===== src/hsv_pkg.sv =====
// Package for the HSV saturation adjust block.
// Holds the word structs, fixed widths and constants; no dependencies.
package hsv_pkg;

	localparam int CHAN_BITS   = 8;
	localparam int FACTOR_W    = 12;
	localparam int FACTOR_FRAC = 8;
	localparam int SAT_FRAC    = 16;

	localparam logic [FACTOR_W-1:0] FACTOR_ONE = 12'd256;

	// first divide: saturation quotient, one bit past unity
	localparam int Q1_BITS = SAT_FRAC + 1;
	localparam int N1_W    = CHAN_BITS + FACTOR_W + FACTOR_FRAC;
	// chroma and per-channel interpolation divide
	localparam int CQ_W    = CHAN_BITS + SAT_FRAC;
	localparam int Q2_BITS = CQ_W;
	localparam int N2_W    = CQ_W + CHAN_BITS;

	typedef logic [CHAN_BITS-1:0] chan_t;

	typedef struct packed {
		chan_t red_in;
		chan_t green_in;
		chan_t blue_in;
	} pixel_t;

	typedef struct packed {
		chan_t red_out;
		chan_t green_out;
		chan_t blue_out;
	} result_t;

	// classified word handed from front to back
	typedef struct packed {
		logic  gray;
		chan_t r;
		chan_t g;
		chan_t b;
		chan_t mx;
		chan_t mn;
		chan_t delta;
	} work_t;

	localparam int WORK_W = $bits(work_t);
	localparam int RES_W  = $bits(result_t);

endpackage


===== src/hsv_front.sv =====
// Front end: takes pixels, finds max, min, spread and flags gray ones.
// Depends on hsv_pkg.
module hsv_front
	import hsv_pkg::*;
(
	input  logic   clk,
	input  logic   arst_n,
	input  logic   push,
	input  pixel_t pixel,
	output logic   full,
	output logic   word_valid,
	output work_t  word,
	input  logic   word_full
);
	logic  valid_s1;
	work_t word_s1;
	work_t nxt;
	logic  load;
	chan_t mx, mn;

	always_comb begin
		mx = pixel.red_in;
		mn = pixel.red_in;
		if (pixel.green_in > mx) mx = pixel.green_in;
		if (pixel.blue_in > mx) mx = pixel.blue_in;
		if (pixel.green_in < mn) mn = pixel.green_in;
		if (pixel.blue_in < mn) mn = pixel.blue_in;
		nxt.r     = pixel.red_in;
		nxt.g     = pixel.green_in;
		nxt.b     = pixel.blue_in;
		nxt.mx    = mx;
		nxt.mn    = mn;
		nxt.delta = mx - mn;
		nxt.gray  = (mx == mn);
	end

	// advance when the stage is empty or its word leaves this cycle
	assign load       = !valid_s1 || !word_full;
	assign full       = !load;
	assign word_valid = valid_s1;
	assign word       = word_s1;

	always_ff @(posedge clk) begin
		if (load && push) begin
			word_s1 <= nxt;
		end
	end

	always_ff @(posedge clk or negedge arst_n) begin
		if (!arst_n) begin
			valid_s1 <= 1'b0;
		end else if (load) begin
			valid_s1 <= push;
		end
	end
endmodule


===== config.mk =====
export PLATFORM = sky130hd
export DESIGN_NAME = hsv_front
export DESIGN_NICKNAME = d
export VERILOG_FILES = /design/src/hsv_pkg.sv /design/src/hsv_front.sv
export SDC_FILE = /design/constraint.sdc
export NUM_CORES = 1
export LEC_CHECK = 0
export BUFFER_PORTS_ARGS = -buffer_cell sky130_fd_sc_hd__buf_2
export CAP_MARGIN = 15
export CORE_MARGIN = 2
export CORE_UTILIZATION = 30
export DETAILED_ROUTE_END_ITERATION = 8
export GPL_TIMING_DRIVEN = 0
export PLACE_DENSITY = 0.6
export SETUP_SLACK_MARGIN = 0.02
export SYNTH_ARGS = -nofsm -noshare
export SYNTH_HDL_FRONTEND = slang
export SYNTH_SLANG_ARGS = --single-unit

===== constraint.sdc =====
create_clock -name clk -period 9.2 [get_ports clk]
set_input_delay 0.46 -clock clk [delete_from_list [all_inputs] [get_ports clk]]
set_output_delay 0.46 -clock clk [all_outputs]
set_load 0.05 [all_outputs]

# Word level (Yosys, flattened, before mapping)
# Index checks and enable logic that the tools add are counted.
word_totals:
  ff_bits: 50
  inputBits: 28
  out_inout_bits: 51
  wordCells: 23
op_classes:
  add_sub_neg: 1
  order_cmp: 4
  n_eq_ne: 1
  n_mux: 4
  reduce_logical: 5
op_table:
  columns: ["cell", "n"]
  rows:
  - ["8-bit 2-to-1 mux", 4]
  - ["8-bit > comparator", 2]
  - ["8-bit < comparator", 2]
  - ["8-bit equality test", 1]
  - ["8-bit subtractor", 1]
  - ["1-bit zero test", 3]
  - ["1-bit logical AND", 1]
  - ["1-bit logical OR", 1]

# Depth between registers and ports, before layout
logic_depth:
  depth_word: 5
  depth_mapped: 26
  mapped_depth_nobuf: 24

# Least setup slack after synthesis
# OpenSTA, ideal clock, no wires.
synth_path:
  path_kind: "in2reg"
  startpoint: "input port pixel[17] in the netlist's numbering"
  endpoint: "register word_s1, in the netlist word[7] (data pin)"
  t_arrival_ps: 4361
  required_time_ps: 8932
  setup_slack_ps: 4571
  path_stages: 26
  path_buffers: 2
  cell_sequence: "inv_1 ha_1 nor2b_4 o211ai_2 a21oi_2 nor2_1 buf_2 nand2_1 o21ai_0 inv_1 ha_1 a21oi_1 o21ai_1 nand2b_1 a31o_1 nand2_4 buf_12 mux2i_1 ha_1 nor2b_1 o21ai_0 nand2b_1 a21o_1 nand2_1 a21oi_1 xnor3_1"
synth_lines:
  columns: ["item", "line", "rtl"]
  rows:
  - ["start: declaration", "hsv_front.sv:9", "input pixel_t pixel,"]
  - ["end signal: assignment", "hsv_front.sv:45", "word_s1 <= nxt;"]
  - ["end: declaration", "hsv_front.sv:16", "work_t word_s1;"]

==> impl_results.md <==
* Status: completed
* Hold_sp: push
* Worst setup SP type: input port
* Final Hold Fails at 0
* Post-synth EDFFs at 49
* Pleak at 0.001641 µW
* DP HPWL at 5.202 mm
* Yosys warnings at 0
* Clock Skew at 0.003752 ns
* DRC viols at 0
* Routed Antenna Nets at 0
* Tot GR Track Use at 12.69%
* Reg-to-reg startpoint: word_valid$_DFFE_PN0N_
* Post-Route Setup TNS at 0 ns
* Data arrival time of the worst path at 5.19 ns
* RSZ-0062 raised after global routing: false
* Most common cell after layout, fill and taps aside: buf_2
* Worst vdd ir at 0.00007695 V
* Commonest cells after routing, fill and taps aside: 79 x buf_2, 49 x edfxtp_1, 30 x ha_1
* Initial antenna violation count at 0
* CTS root buffer: clkbuf_8
* Die height at 103.5 µm
* Core ar. at 9684 µm²
* Via count at 2,145
* Period utilisation layout at 55.78%
* Most used cell along the critical path: ha_1
* Die area at 10,720 µm²
* CTS tree: built
* Ys async rst share at 2.000%
* Hold EP: word_valid$_DFFE_PN0N_
* Slew @ Worst Pin at 0.6611 ns
* H-tree levels at 2
* Routed wire per std cell at 14.11 µm
* Mapped Nets at 302
* Power per cell area at 215.1 nW/µm²
* Hold path depth at 2
* Reg clk slew, reported paths at 0.09 ns
* Initial Util at 30.70%
* Vias in the first global route at 2,209
* Rows at 36
* F_max at 0.1949 GHz
* Post-synthesis register bit count at 50
* WS Path Type: in2reg
* WP data required at 9.26 ns
* CTS Buf Count at 5
* Worst skew pair latency at 0.30 ns
* Cell Area, Synth at 2973 µm²
* Largest net degree at the start of global routing at 29
* Number of nets in the layout at 389
* Synthesized area per cell at 12.23 µm²
* Register area share after synthesis at 50.34%
* Global-route wire length before repair at 10.84 mm
* WL final at 6.545 mm
* Slowest stage delay, CP at 0.36 ns
* CP Max Fanout at 10
* Critical path buffers and inverters at 5
* GRT overflow at 0
* Final core occ at 37.71%
* R2R setup slack at 7.50 ns
* Final GP Congestion at 0.7848
* Kind of cell adding the most delay to the critical path: compound AO/OA/AOI/OAI gates
* Worst Reg2Reg Path Length in Cells at 3
* Synth-to-layout area growth at 22.85%
* Fin area at 3652 µm²
* Worst R2R End: word[4]$_DFFE_PP_
* Post-CTS sizing at 0
* Max-slew headroom at 55.83%
* Most used flip-flop cell after synthesis: edfxtp_1
* # diodes at 0
* Setup crit start: pixel[17]
* Yosys cell types at 49
* Clk sink count at 50
* Slew Viols, Final at 0
* Via/cell ratio at 4.623
* Max-cap check violation count at 0
* CP endpoint kind: register
* Final setup fails at 0
* TritonRoute pass-1 iters at 4
* Crit-path slowest cell: nor2_1
* IO Pins at 79
* Min cycle time layout at 5.132 ns
* Type of the most critical hold path: in2reg
* Drt first-iter violations at 105
* Placed Area at 3557 µm²
* Share of layout cells above drive strength 1 at 32.02%
* Syn Inst Count at 243
* Chip Width at 103.5 µm
* IO buf count at 78
* Clk buf depth at 2
## cell type report
class	instances	area (µm²)
tap	133	166.4
clock inverter	3	16.27
inverter	21	78.83
clock buffer	5	68.82
buffer	3	28.78
sequential	50	1496
multi-input combinational	169	1376
timing repair buffer	80	420.4
fill	965	6032
## report_power, final
group	internal, µW	switching [µW]
Combinational	125	231
Clock	52.3	75.9
Sequential	294	6.58
## worst max-delay path by stage
stage	end	slack [ns]	cells past startpoint
after floorplan	word[7]$_DFFE_PP_	4.57	26
after global placement	word[7]$_DFFE_PP_	3.89	26
after detailed placement	word[7]$_DFFE_PP_	3.75	26
after CTS	word[7]$_DFFE_PP_	4.07	26
after global routing	word[7]$_DFFE_PP_	3.62	26
final	word[7]$_DFFE_PP_	4.07	27
## state kept, by name (all words and copies together), names as in the netlist
signal and flops:
word_valid 1, word 49
## per-stage QoR
| stage | setup slack, ns | std cells | total power, µW | hold slack [ns] |
|---|---|---|---|---|
| after floorplan | 4.571 | 243 | 583.3 | 0.1644 |
| after global placement | 3.887 | 454 | 657.2 | 0.2343 |
| after detailed placement | 3.746 | 455 | 663.4 | 0.2361 |
| after CTS | 4.071 | 464 | 794.4 | 0.3556 |
| after global routing | 3.622 | 464 | 832.8 | 0.3499 |
| final | 4.068 | 464 | 785.7 | 0.3586 |
## Yosys cell counts, types with 2 or more instances
master	instances	area share [%]
edfxtp_1	49	49
nand4_1	5	1.1
mux2_4	4	2.0
or2_1	2	0.42
mux2i_1	16	5.4
nor2b_1	6	1.3
nand2_1	12	1.5
inv_1	21	2.7
a21o_1	5	1.3
nand2b_1	4	0.84
o21ai_1	4	0.67
xnor2_1	3	0.88
and2_1	2	0.42
a21oi_1	16	2.7
nor3_1	3	0.50
mux2_2	3	1.1
and3_1	2	0.42
nor2_1	10	1.3
xor2_1	2	0.59
ha_1	30	13
nand3_1	3	0.50
o21ai_0	14	2.4
## layer usage
metal	part of all wire [%]	global-route usage (%)
met1	46	16.55
met2	47	21.29
met3	6.1	3.210
met4	0.89	2.896
met5	0	0
## cell families after synthesis
group / count (synthesis) / share of synthesized area, %
buffers and inverters: 24 / 3.619
adder cells (fa/ha/maj): 31 / 13.30
XOR/XNOR: 6 / 2.231
multiplexers: 23 / 8.544
AND/OR/NAND/NOR: 58 / 11.11
flip-flops: 50 / 50.34
AO/OA/AOI/OAI: 51 / 10.86
## what timing repair did
item / in CTS / in global routing
hold endpoints to repair: 1 / 0
hold buffers: 1 / 0
buffers inserted: 0 / 0
Note: power is estimated with default switching activity, not from simulation.
