[src/hsv_fifo.sv]
// Small register queue used between front and back and on the result side.
// No package dependencies.
module hsv_fifo #(
	parameter int WIDTH = 8,
	parameter int DEPTH = 4
) (
	input  logic             clk,
	input  logic             arst_n,
	input  logic             push,
	input  logic [WIDTH-1:0] wdata,
	output logic             full,
	input  logic             pop,
	output logic [WIDTH-1:0] rdata,
	output logic             empty
);
	localparam int PW = (DEPTH > 1) ? $clog2(DEPTH) : 1;
	localparam int CW = $clog2(DEPTH + 1);

	logic [WIDTH-1:0] mem_q [DEPTH];
	logic [PW-1:0]    wr_ptr_q, rd_ptr_q;
	logic [CW-1:0]    count_q;
	logic             do_push, do_pop;

	assign full    = (count_q == CW'(DEPTH));
	assign empty   = (count_q == '0);
	assign do_push = push && !full;
	assign do_pop  = pop && !empty;
	assign rdata   = mem_q[rd_ptr_q];

	always_ff @(posedge clk) begin
		if (do_push) begin
			mem_q[wr_ptr_q] <= wdata;
		end
	end

	always_ff @(posedge clk or negedge arst_n) begin
		if (!arst_n) begin
			wr_ptr_q <= '0;
			rd_ptr_q <= '0;
			count_q  <= '0;
		end else begin
			if (do_push) begin
				wr_ptr_q <= (wr_ptr_q == PW'(DEPTH - 1)) ? '0 : wr_ptr_q + 1'b1;
			end
			if (do_pop) begin
				rd_ptr_q <= (rd_ptr_q == PW'(DEPTH - 1)) ? '0 : rd_ptr_q + 1'b1;
			end
			case ({do_push, do_pop})
				2'b10:   count_q <= count_q + 1'b1;
				2'b01:   count_q <= count_q - 1'b1;
				default: count_q <= count_q;
			endcase
		end
	end
endmodule

[config.mk]
export PLATFORM = sky130hd
export DESIGN_NAME = hsv_fifo
export DESIGN_NICKNAME = d
export VERILOG_FILES = /design/src/hsv_fifo.sv
export SDC_FILE = /design/constraint.sdc
export NUM_CORES = 1
export LEC_CHECK = 0
export ABC_AREA = 1
export ABC_CLOCK_PERIOD_IN_PS = 3000
export CAP_MARGIN = 25
export CORE_MARGIN = 8
export CORE_UTILIZATION = 45
export CTS_CLUSTER_SIZE = 28
export DETAILED_ROUTE_END_ITERATION = 12
export DONT_BUFFER_PORTS = 1
export GPL_ROUTABILITY_DRIVEN = 0
export SLEW_MARGIN = 0
export SYNTH_ARGS = -nofsm -noshare
export SYNTH_HDL_FRONTEND = slang
export SYNTH_SLANG_ARGS = --single-unit
[constraint.sdc]
create_clock -name clk -period 3 [get_ports clk]
set_clock_uncertainty 0.05 [all_clocks]
set_input_delay 0.15 -clock clk [delete_from_list [all_inputs] [get_ports clk]]
set_output_delay 0.15 -clock clk [all_outputs]
set_load 0.005 [all_outputs]
* Word-level counts from Yosys, hierarchy flattened *
Memory sizes are Yosys's and may differ from the RTL's.
Index checks and enable logic that the tools add are counted.
Widths: inputs -> output; s select.

word-level totals
  output and inout port bits = 10
  memory bits (writable) = 32
  word-level logic and storage cells = 24
  memories = 1
  register bits = 7
  bits of input ports = 12

memory list
  name   words  width  rd ports  clocked after memory_dff  write ports  line  source
  mem_q  4      8      1         0                         1            19    logic [WIDTH-1:0] mem_q [DEPTH];

operators by class
  reductions and logical operators = 6
  $add $sub $neg = 4
  multiplexer cells = 5
  eq/ne operators = 5

operator list
  operator             count
  $eq 2x2->1 const B   3
  $pmux 3 s2           1
  $add 2x1->2 const B  2
  $mux 2               2
  $add 3x1->3 const B  1
  $eq 3x3->1 const B   1
  $logic_not 3->1      1
  $sub 3x1->3 const B  1
  $eq 2x1->1 const B   1
  $logic_and 1x1->1    2
  $logic_not 1->1      2
  $mux 1               2
  $reduce_bool 2->1    1

* Logic depth before layout (Yosys ltp) *
Gate-level depths: netlist (run 1).

  word-level depth = 5
  gate-level depth with buffers = 12
  mapped depth without buffers = 12

* Worst setup path after synthesis (run 1) *
Ideal clock, no wire load.

  path kind = flip-flop to flip-flop
  start = register count_q[0]
  end = register count_q[2]
  slack = 1286 ps
  clock period less this slack = 1714 ps
  stages on the path, launching flop included = 11
  path buffers = 0
  data required time = 2833 ps
  arrival time = 1547 ps
  library setup time = 117 ps
  cell sequence = dfrtp_1 inv_1 nand3_2 nand2_4 ha_1 inv_1 fa_1 nand2_1 nand3_1 nand2_1 nand2_1

between the ends
  cells in the longest elaborated chain, start to end = 5
  elaborated cells on any way between the ends = 12
  those cells by class = 2 x add/sub; 3 x eq/ne; 1 x mux; 6 x reduce/logical

RTL lines
  element                                                 line    source
  start: declaration                                      21      logic [CW-1:0] count_q;
  start signal: assignment                                49      2'b10: count_q <= count_q + 1'b1;
  start signal: assignment                                50      2'b01: count_q <= count_q - 1'b1;
  start signal: assignment                                51      default: count_q <= count_q;
  $eq 3x3->1 / $logic_not 3->1 (equally long branches)    24, 25
  $logic_not 1->1, on equally long branches               26, 27
  $logic_and 1x1->1, on equally long branches             26, 27
  $eq 2x1->1 / $eq 2x2->1 (equally long branches)         48      case ({do_push, do_pop})
  $pmux 3 s2 / $reduce_bool 2->1 (equally long branches)  -

Several ways; a longest one is shown, not always the timed one.
A chain may end at the register's enable or synchronous reset.

* Final worst setup path (run 1) *
  start = register count_q[1]
  end = register count_q[2]

The elaborated chain is that of the path after synthesis.

==> impl_metrics.ini, run 1 <==
[yosys]
ys.warnings.count = 0
synth_top_family_by_area = simple AND/OR/NAND/NOR gates
synth-xor-area-share = 0.004937
synth_compound_area_frac = 0.07334
netlist_area_sq_um = 1774
syn_area_per_cell_sq_um = 11.52
synthSimpleGateAreaFrac = 0.1283
synth_adder_area_share = 0.05360
synth_seq_area_share = 0.6403
yosysTopAreaCell = edfxtp_1
syn_inst = 154
synthMuxAreaShare = 0
synth_seq_cells = 39
synth_area_leaders = edfxtp_1 (54%), dfrtp_1 (9.9%), nand2_1 (8.0%)
synth.distinct_cells = 16
syn_nets = 173
synth_top_cell_area_share = 0.5416

[route]
drt_iter0_drc = 27
postRouteAntennaNets = 0
dr.pass1.iters = 4
drc = 0
dr_total_vias = 1054
avgRoutedWirePerCell_um = 13.73
via_per_inst = 4.813
wirelength_mm = 3.007

[worst_setup_path]
crit_required_ns = 3.13
cp.arrival_ns = 2.00
start_kind = flip-flop
worst-path-max-fanout = 7
worstSetupEndpointType = flip-flop
timing_worst_setup_path_type = flip-flop to flip-flop

[global_routing]
busiest_layer = met2
grt_usage = 0.1024
grt_util_met1 = 0.1099
overflow = 0
grt_max_degree = 20
met3_usage = 0.03950
grt_pass1_vias = 1031
grt_use_met2 = 0.1732
grt_pass1_wl_mm = 4.836
antenna_found_initial = 0

[cts]
clkLatencyLatePin_ns = 0.28
cts_hold_buffers = 11
cts-root-buf = clkbuf_8
cts_tree = done
post_cts_buffers = 0
ctsHtreeMaxLevel = 2
cts.repair.resized = 0
cts_buffers = 5
clk_pin_slew_ns = 0.07
clock_path_buffers = 2
cts_sinks = 39

[cells_and_area]
multi_input_area_sq_um = 461.7
final-seq-area_sq_um = 1136
num-fill-cells = 338
stdcell_area_sq_um = 2014
final_cells = 219
diodes = 0
area_delta_synth_final_pct = 13.54
final_util = 0.5185
fin_nets = 187
drive_above_1_share = 0.07692

[timing]
tightest_slew_ns = 0.8368
max_freq_mhz = 534.4
setup_ws_ns = 1.129
final-setup-viol-count = 0
report.final.slew_viol_count = 0
slew-limit-headroom = 0.4401
tns_ns = 0
hold_viol_final = 0
min_period_ns = 1.871
rsz0062_at_grt = no
period_share = 0.6238
timing.hold.ws_ns = 0.02018

[worst_hold_path]
min_path_type = input pin to flip-flop

[flow_run]
cap_violations = 0

[place]
port_buffers = 0
dp_slack_ns = 1.128
dpl_cell_area_sq_um = 1788
dp.cells = 200
place_hpwl_mm = 2.082

[floorplan]
fp.dieH_um = 78.79
dieArea_sq_um = 6208
ios = 22
placementRows = 23
core_area_sq_um = 3885
dieWidth_um = 78.79
start_util = 0.4567

[power_and_ir_drop]
power_leakage_nw = 0.8605
vdd_drop_max_mv = 0.4088
power_density_nw_per_um2 = 910.2
total_power_mw = 1.834

[status]
status = finished clean
[Yosys cell counts]
cell,count
nand4_1,1
o211ai_1,15
nand2_4,1
nand2_1,38
fa_1,1
nand3_2,2
ha_1,6
nand3_1,5
edfxtp_1,32
o211ai_2,1
o21ai_0,1
nor2_1,6
buf_6,5
dfrtp_1,7
xnor2_1,1
inv_1,32
[where the power goes]
part / leakage (nW) / internal, mW / switching [mW]
registers: 0.378 / 0.728 / 0.105
logic: 0.424 / 0.201 / 0.363
clock network: 0.0587 / 0.252 / 0.184
total: 0.861 / 1.18 / 0.653
[cell usage in the layout, fill, tap and decap left out, types with 2 or more instances in the layout]
master and instances:
nor2_1 6, clkbuf_8 5, nand2_1 38, o211ai_1 15, edfxtp_1 32, ha_1 6
dlygate4sd3_1 11, nand3_1 5, inv_1 32, nand3_2 2, dfrtp_1 7
[path summary, 6_finish.rpt]
check | start | to | slack (ns) | cells past startpoint
hold / removal | pop | rd_ptr_q[0] | 0.02 | 3
hold reg to reg | count_q[0] | count_q[0] | 0.42 | 1
setup / recovery | count_q[1] | count_q[2] | 1.13 | 10
max in group asynchronous | arst_n | rd_ptr_q[0] | 2.51 | 1
setup reg to reg | count_q[1] | count_q[2] | 1.13 | 10
min in group asynchronous | arst_n | count_q[0] | 0.14 | 1
[flip-flops by register name (all words and copies together) (netlist names)]
name      cells
rd_ptr_q      2
wr_ptr_q      2
count_q       3
mem_q        32
[cells by family after synthesis]
| logic type | Yosys count |
|---|---|
| XOR/XNOR | 1 |
| flip-flops | 39 |
| AND/OR/NAND/NOR | 53 |
| AO/OA/AOI/OAI | 17 |
| buffers and inverters | 37 |
| adder cells (fa/ha/maj) | 7 |
[layer usage]
metal  share of wire  wire length [um]
met2            0.50              1505
met5               0                 0
met1            0.43              1293
met4          0.0030                 9
met3           0.066               198
[cell type report]
| cell class | count | share of cell area |
|---|---|---|
| Multi-Input combinational cell | 78 | 0.2292 |
| Clock inverter | 3 | 0.02360 |
| Sequential cell | 39 | 0.5640 |
| Inverter | 32 | 0.05963 |
| Timing Repair Buffer | 12 | 0.05839 |
| Clock buffer | 5 | 0.03416 |
| Tap cell | 50 | 0.03106 |
[worst max-delay path: stages (launching register included)]
cell,delay [ns]
dfrtp_1,0.39
inv_1,0.14
nand3_2,0.16
nand2_4,0.12
ha_1,0.17
inv_1,0.06
fa_1,0.39
nand2_1,0.11
nand3_1,0.08
nand2_1,0.06
nand2_1,0.04
No activity file was read; power rests on OpenSTA's default activity.
==> inputs of run 2 (changes only) <==
--- a/config.mk
+++ b/config.mk
@@ -5,8 +5,8 @@
 export SDC_FILE = /design/constraint.sdc
 export NUM_CORES = 1
 export LEC_CHECK = 0
-export ABC_AREA = 1
-export ABC_CLOCK_PERIOD_IN_PS = 3000
+export ABC_AREA = 0
+export ABC_CLOCK_PERIOD_IN_PS = 1590
 export CAP_MARGIN = 25
 export CORE_MARGIN = 8
 export CORE_UTILIZATION = 45
==> constraint.sdc (replaced) <==
create_clock -name clk -period 1.59 [get_ports clk]
set_clock_uncertainty 0.05 [all_clocks]
set_input_delay 0.0795 -clock clk [delete_from_list [all_inputs] [get_ports clk]]
set_output_delay 0.0795 -clock clk [all_outputs]
set_load 0.005 [all_outputs]
==> impl_metrics.ini, run 2 <==
[worst_setup_path]
start_kind = flip-flop
reg2regPathDepth = 9
critical_path.startpoint = count_q[1]
r2r-start = count_q[1]
timing_worst_setup_path_type = flip-flop to flip-flop
cp_slowest_stage_delay_ns = 0.40
cp.arrival_ns = 2.22
crit_path_cell_trace = or3b_4 > and2_4 > inv_2 > ha_4 > inv_2 > fa_2 > xor2_1 > nor2_1 > xor2_1
worst-path-max-fanout = 2
reg2reg_to = count_q[2]
crit_required_ns = 1.80
worstSetupEndpointType = flip-flop
slowest_stage = dfrtp_1
rrSetupSlack_ns = -0.42

[yosys]
netlist_area_sq_um = 1612
syn_nets = 102
synth_flop_cell = edfxtp_1
synth-async-reset-ratio = 0.1795
syn_inst = 83
synth-edff-count = 32
synth_seq_cells = 39
syn_area_per_cell_sq_um = 19.42
synth.distinct_cells = 19
yosys.cell_count.top_type = edfxtp_1
post_synth_most_frequent_cells = edfxtp_1 (32), inv_1 (8), mux4_2 (8), dfrtp_1 (7), ha_1 (6)
synth_top_cell_area_share = 0.5963
yosysTopAreaCell = edfxtp_1
ys.warnings.count = 0
synth_area_leaders = edfxtp_1 (60%), mux4_2 (11%), dfrtp_1 (11%)
synth_seq_area_share = 0.7050

[cts]
cts-root-buf = clkbuf_4
cts_tree = done
ctsHtreeMaxLevel = 2
clk_pin_slew_ns = 0.11
cts_sinks = 39
clkLatencyLatePin_ns = 0.33
cts_buffers = 5
clock_path_buffers = 2

[floorplan]
core_area_sq_um = 3390
dieWidth_um = 75.85
ios = 22
start_util = 0.4755
dieArea_sq_um = 5752
fp.dieH_um = 75.85
placementRows = 21

[global_routing]
grt_pass1_vias = 839
grt_use_met2 = 0.1683
grt_util_met1 = 0.1041
grt_usage = 0.09969
met3_usage = 0.04474
overflow = 0
grt_max_degree = 13
antenna_found_initial = 0
busiest_layer = met2
grt_pass1_wl_mm = 3.919

[cells_and_area]
top_regs = mem_q: 32 flops, count_q: 3 flops
fin_nets = 128
diodes = 0
area_delta_synth_final_pct = 24.07
num-fill-cells = 273
final_common_cell = edfxtp_1
largest_reg_flops = 32
regMostFlops = mem_q
final_util = 0.5899
final_cell_mix = edfxtp_1 (32), buf_4 (10), dlygate4sd3_1 (9), mux4_2 (8), dfrtp_1 (7)
drive_above_1_share = 0.3909

[timing]
final-setup-viol-count = 4
timing.hold.ws_ns = 0.009312
hold_viol_final = 0
report.final.slew_viol_count = 0
rsz0062_at_grt = yes
min_period_ns = 2.011
max_freq_mhz = 497.2
period_share = 1.265
setup_ws_ns = -0.4212
slew-limit-headroom = 0.7656
tightest_slew_ns = 0.3504

[power_and_ir_drop]
vdd_drop_max_mv = 0.9319
power_leakage_nw = 0.7597
power_density_nw_per_um2 = 1797
total_power_mw = 3.592

[flow_run]
cap_violations = 0

[worst_hold_path]
holdPathStages = 3
min_path_type = input pin to flip-flop
min_to = rd_ptr_q[1]
min_from = pop

[route]
postRouteAntennaNets = 0
drc = 0
dr.pass1.iters = 4
wirelength_mm = 2.566
avgRoutedWirePerCell_um = 16.45
dr_total_vias = 780
drt_iter0_drc = 30
via_per_inst = 5.000

[status]
violations = setup timing
status = finished with violations

[place]
port_buffers = 0
place_hpwl_mm = 1.781
==> run 2: changes by cell type after synthesis, moves of 5 or more <==
cell      change
nand2_1      -38
inv_1        -24
o211ai_1     -15
mux4_2        +8
buf_6         -5
nand3_1       -5
==> run 2: timing repair <==
action / CTS / global route
setup buffers: 1 / 1
resized for setup: 1 / 5
endpoints found under the setup margin: 12 / 12
pin swaps: 3 / 1
hold buffers: 9 / 0
endpoints found under the hold margin: 39 / 0
==> run 2: worst max-delay path: cells and delay by family, from the launching register on <==
family | cells | cell delay [ns]
XOR/XNOR | 2 | 0.29
buffers and inverters | 2 | 0.09
flip-flops | 1 | 0.40
adder cells (fa/ha/maj) | 2 | 0.44
AND/OR/NAND/NOR | 3 | 0.67
==> run 2: kinds of logic after synthesis <==
logic type,count (synthesis),share of synthesized area
xor gates and xnor gates,3,0.01631
adders and majority gates,7,0.05901
buffers and inverters,10,0.02406
DFF,39,0.7050
muxes,13,0.1506
and+or+nand+nor,11,0.04503
==> run 2: layout make-up <==
cell class / instances / area, sq um / area share
inverters: 8 / 30.03 / 0.01502
multi-input cells: 34 / 478.0 / 0.2390
flip-flops and latches: 39 / 1136 / 0.5682
clock inverters: 2 / 60.06 / 0.03004
repair buffers: 21 / 196.4 / 0.09825
clock buffers: 6 / 41.29 / 0.02065
well taps: 46 / 57.56 / 0.02879
==> run 2: metal layers <==
metal / up-vias / routed length (um)
met3: 2 / 186
met2: 20 / 1339
met4: 0 / 24
met5: - / 0
met1: 394 / 1016
li1: 364 / -
==> run 2: worst max path at each step <==
stage | end | slack, ns | cells past startpoint
2_1_floorplan | count_q[2] | -0.42 | 9
3_3_place_gp | count_q[2] | -0.37 | 9
3_5_place_dp | count_q[2] | -0.46 | 9
4_1_cts | count_q[2] | -0.44 | 9
5_1_grt | count_q[2] | -0.54 | 9
6_report | count_q[2] | -0.42 | 9
==> run 2: through the flow <==
step | setup WS [ns] | std cells | setup TNS (ns) | area, sq um
6_report | -0.4212 | 156 | -0.7706 | 1999
5_1_grt | -0.5435 | 156 | -1.169 | 1999
4_1_cts | -0.4351 | 155 | -0.7432 | 1967
3_5_place_dp | -0.4626 | 137 | -0.8078 | 1763
3_3_place_gp | -0.3749 | 137 | -0.6999 | 1763
2_1_floorplan | -0.4215 | 83 | -0.7227 | 1627
==> run 2: power by group <==
part | internal, mW | switching (mW) | total [mW]
combinational | 0.726 | 0.579 | 1.30
sequential | 1.38 | 0.106 | 1.49
clock | 0.491 | 0.309 | 0.800
total | 2.60 | 0.994 | 3.59
==> inputs of run 3 (changes only) <==
--- a/config.mk
+++ b/config.mk
@@ -8,12 +8,14 @@
 export ABC_AREA = 0
 export ABC_CLOCK_PERIOD_IN_PS = 1590
 export CAP_MARGIN = 25
+export CORE_ASPECT_RATIO = 2
 export CORE_MARGIN = 8
-export CORE_UTILIZATION = 45
+export CORE_UTILIZATION = 50
 export CTS_CLUSTER_SIZE = 28
 export DETAILED_ROUTE_END_ITERATION = 12
 export DONT_BUFFER_PORTS = 1
 export GPL_ROUTABILITY_DRIVEN = 0
+export PLACE_DENSITY = 0.68
 export SLEW_MARGIN = 0
 export SYNTH_ARGS = -nofsm -noshare
 export SYNTH_HDL_FRONTEND = slang
==> impl_metrics.ini, run 3 (synthesis results as in run 2) <==
[status]
status = finished with violations
violations = setup timing

[worst_hold_path]
min_path_type = input pin to asynchronous set/reset pin

[cells_and_area]
diodes = 0
fin_nets = 130
regMostFlops = mem_q
final_common_cell = edfxtp_1
drive_above_1_share = 0.4107
final_util = 0.6468
final_cell_mix = edfxtp_1 (32), buf_4 (13), dlygate4sd3_1 (9), mux4_2 (8), dfrtp_1 (7)
top_regs = mem_q: 32 flops, count_q: 3 flops
largest_reg_flops = 32
area_delta_synth_final_pct = 25.23

[route]
drc = 0
postRouteAntennaNets = 0
dr_total_vias = 766
wl_met1_um = 901
via_per_inst = 5.357
drt_iter0_drc = 11
wirelength_mm = 2.671
wl_met2_mm = 1.521
dr.pass1.iters = 4
avgRoutedWirePerCell_um = 18.68
wl_met3_um = 150
top_layer = met4

[power_and_ir_drop]
combPwrFrac = 0.354
power_leakage_nw = 0.7825
p_clk_frac = 0.250
power_frac_seq = 0.396
switching_share = 0.2717
total_power_mw = 3.787
power_switching_mw = 1.029
intPower_mw = 2.758
vdd_drop_max_mv = 1.202
power_density_nw_per_um2 = 1877

[cts]
cts_tree = done
clk_pin_slew_ns = 0.07
cts_buffers = 5
clkLatencyLatePin_ns = 0.28
ctsHtreeMaxLevel = 2
clock_path_buffers = 2
cts-root-buf = clkbuf_8
cts_sinks = 39

[floorplan]
dieWidth_um = 56.15
placementRows = 29
start_util = 0.5164
ios = 22
dieArea_sq_um = 5406
fp.dieH_um = 96.29
core_area_sq_um = 3120

[timing]
period_share = 1.281
hold_viol_final = 0
tightest_slew_ns = 0.3245
slew-limit-headroom = 0.7830
report.final.slew_viol_count = 0
setup_ws_ns = -0.4465
min_period_ns = 2.037
max_freq_mhz = 491.0
rsz0062_at_grt = yes
final-setup-viol-count = 2

[worst_setup_path]
timing_worst_setup_path_type = flip-flop to flip-flop
reg2regPathDepth = 9
worstSetupEndpointType = flip-flop
worst-path-max-fanout = 2
crit_required_ns = 1.75
start_kind = flip-flop
cp.arrival_ns = 2.19

[global_routing]
antenna_found_initial = 0
grt_pass1_vias = 856
grt_pass1_wl_mm = 4.284
grt_usage = 0.1063
grt_max_degree = 13
overflow = 0

[place]
dp_slack_ns = -0.4410
place_hpwl_mm = 1.982
port_buffers = 0

[flow_run]
cap_violations = 0
[run 3: per-layer routing]
| metal | up-vias | track usage |
|---|---|---|
| li1 | 367 | - |
| met1 | 372 | 0.08874 |
| met2 | 19 | 0.1952 |
| met3 | 8 | 0.04359 |
| met4 | 0 | 0.07460 |
| met5 | - | 0 |
[run 3: worst paths after layout]
path                                  from          end  slack [ns]
max in group asynchronous           arst_n  wr_ptr_q[1]        1.18
worst max register to register  count_q[0]   count_q[2]       -0.45
worst max-delay path            count_q[0]   count_q[2]       -0.45
min in group clk                       pop  rd_ptr_q[0]        0.07
worst min register to register  count_q[2]   count_q[2]        0.56
worst min-delay path                arst_n   count_q[2]        0.07
[run 3: critical path: stages (launching register included)]
cell and delay, ns:
dfrtp_1 0.38, or3b_4 0.39, and2_4 0.18, inv_4 0.06, ha_4 0.12, inv_2 0.03
fa_2 0.32, xor2_1 0.14, nor2_1 0.13, xor2_1 0.15
[run 3: power groups by stage]
stage | sequential, mW | clock, mW | combinational [mW]
2_1_floorplan | 1.49 | 0 | 0.841
3_3_place_gp | 1.50 | 0 | 1.18
3_5_place_dp | 1.53 | 0 | 1.24
4_1_cts | 1.50 | 0.972 | 1.29
5_1_grt | 1.52 | 1.01 | 1.48
6_report | 1.50 | 0.947 | 1.34
[run 3: layout make-up]
class	count	area, sq um
Sequential cell	39	1136
Fill cell	226	1102
Multi-Input combinational cell	34	470.5
Timing Repair Buffer	23	207.7
Clock buffer	6	72.57
Clock inverter	2	60.06
Tap cell	31	38.79
Inverter	8	32.53
[run 3: per-stage QoR]
stage,std cells,hold WS [ns],instance area (sq um),TNS (ns)
CTS,140,0.07786,1979,-0.7620
global placement,123,-0.2658,1752,-0.6670
floorplan,83,-0.2661,1627,-0.7227
detailed placement,123,-0.2658,1752,-0.7849
global route,143,0.07074,2018,-1.072
finish,143,0.06963,2018,-0.7658
[run 3: what timing repair did]
action,in CTS,in global routing
setup buffers,0,3
gates cloned,0,0
hold buffers,9,0
endpoints found under the hold margin,39,0
resized for setup,1,4
setup endpoints to repair,2,10
pin swaps,1,6
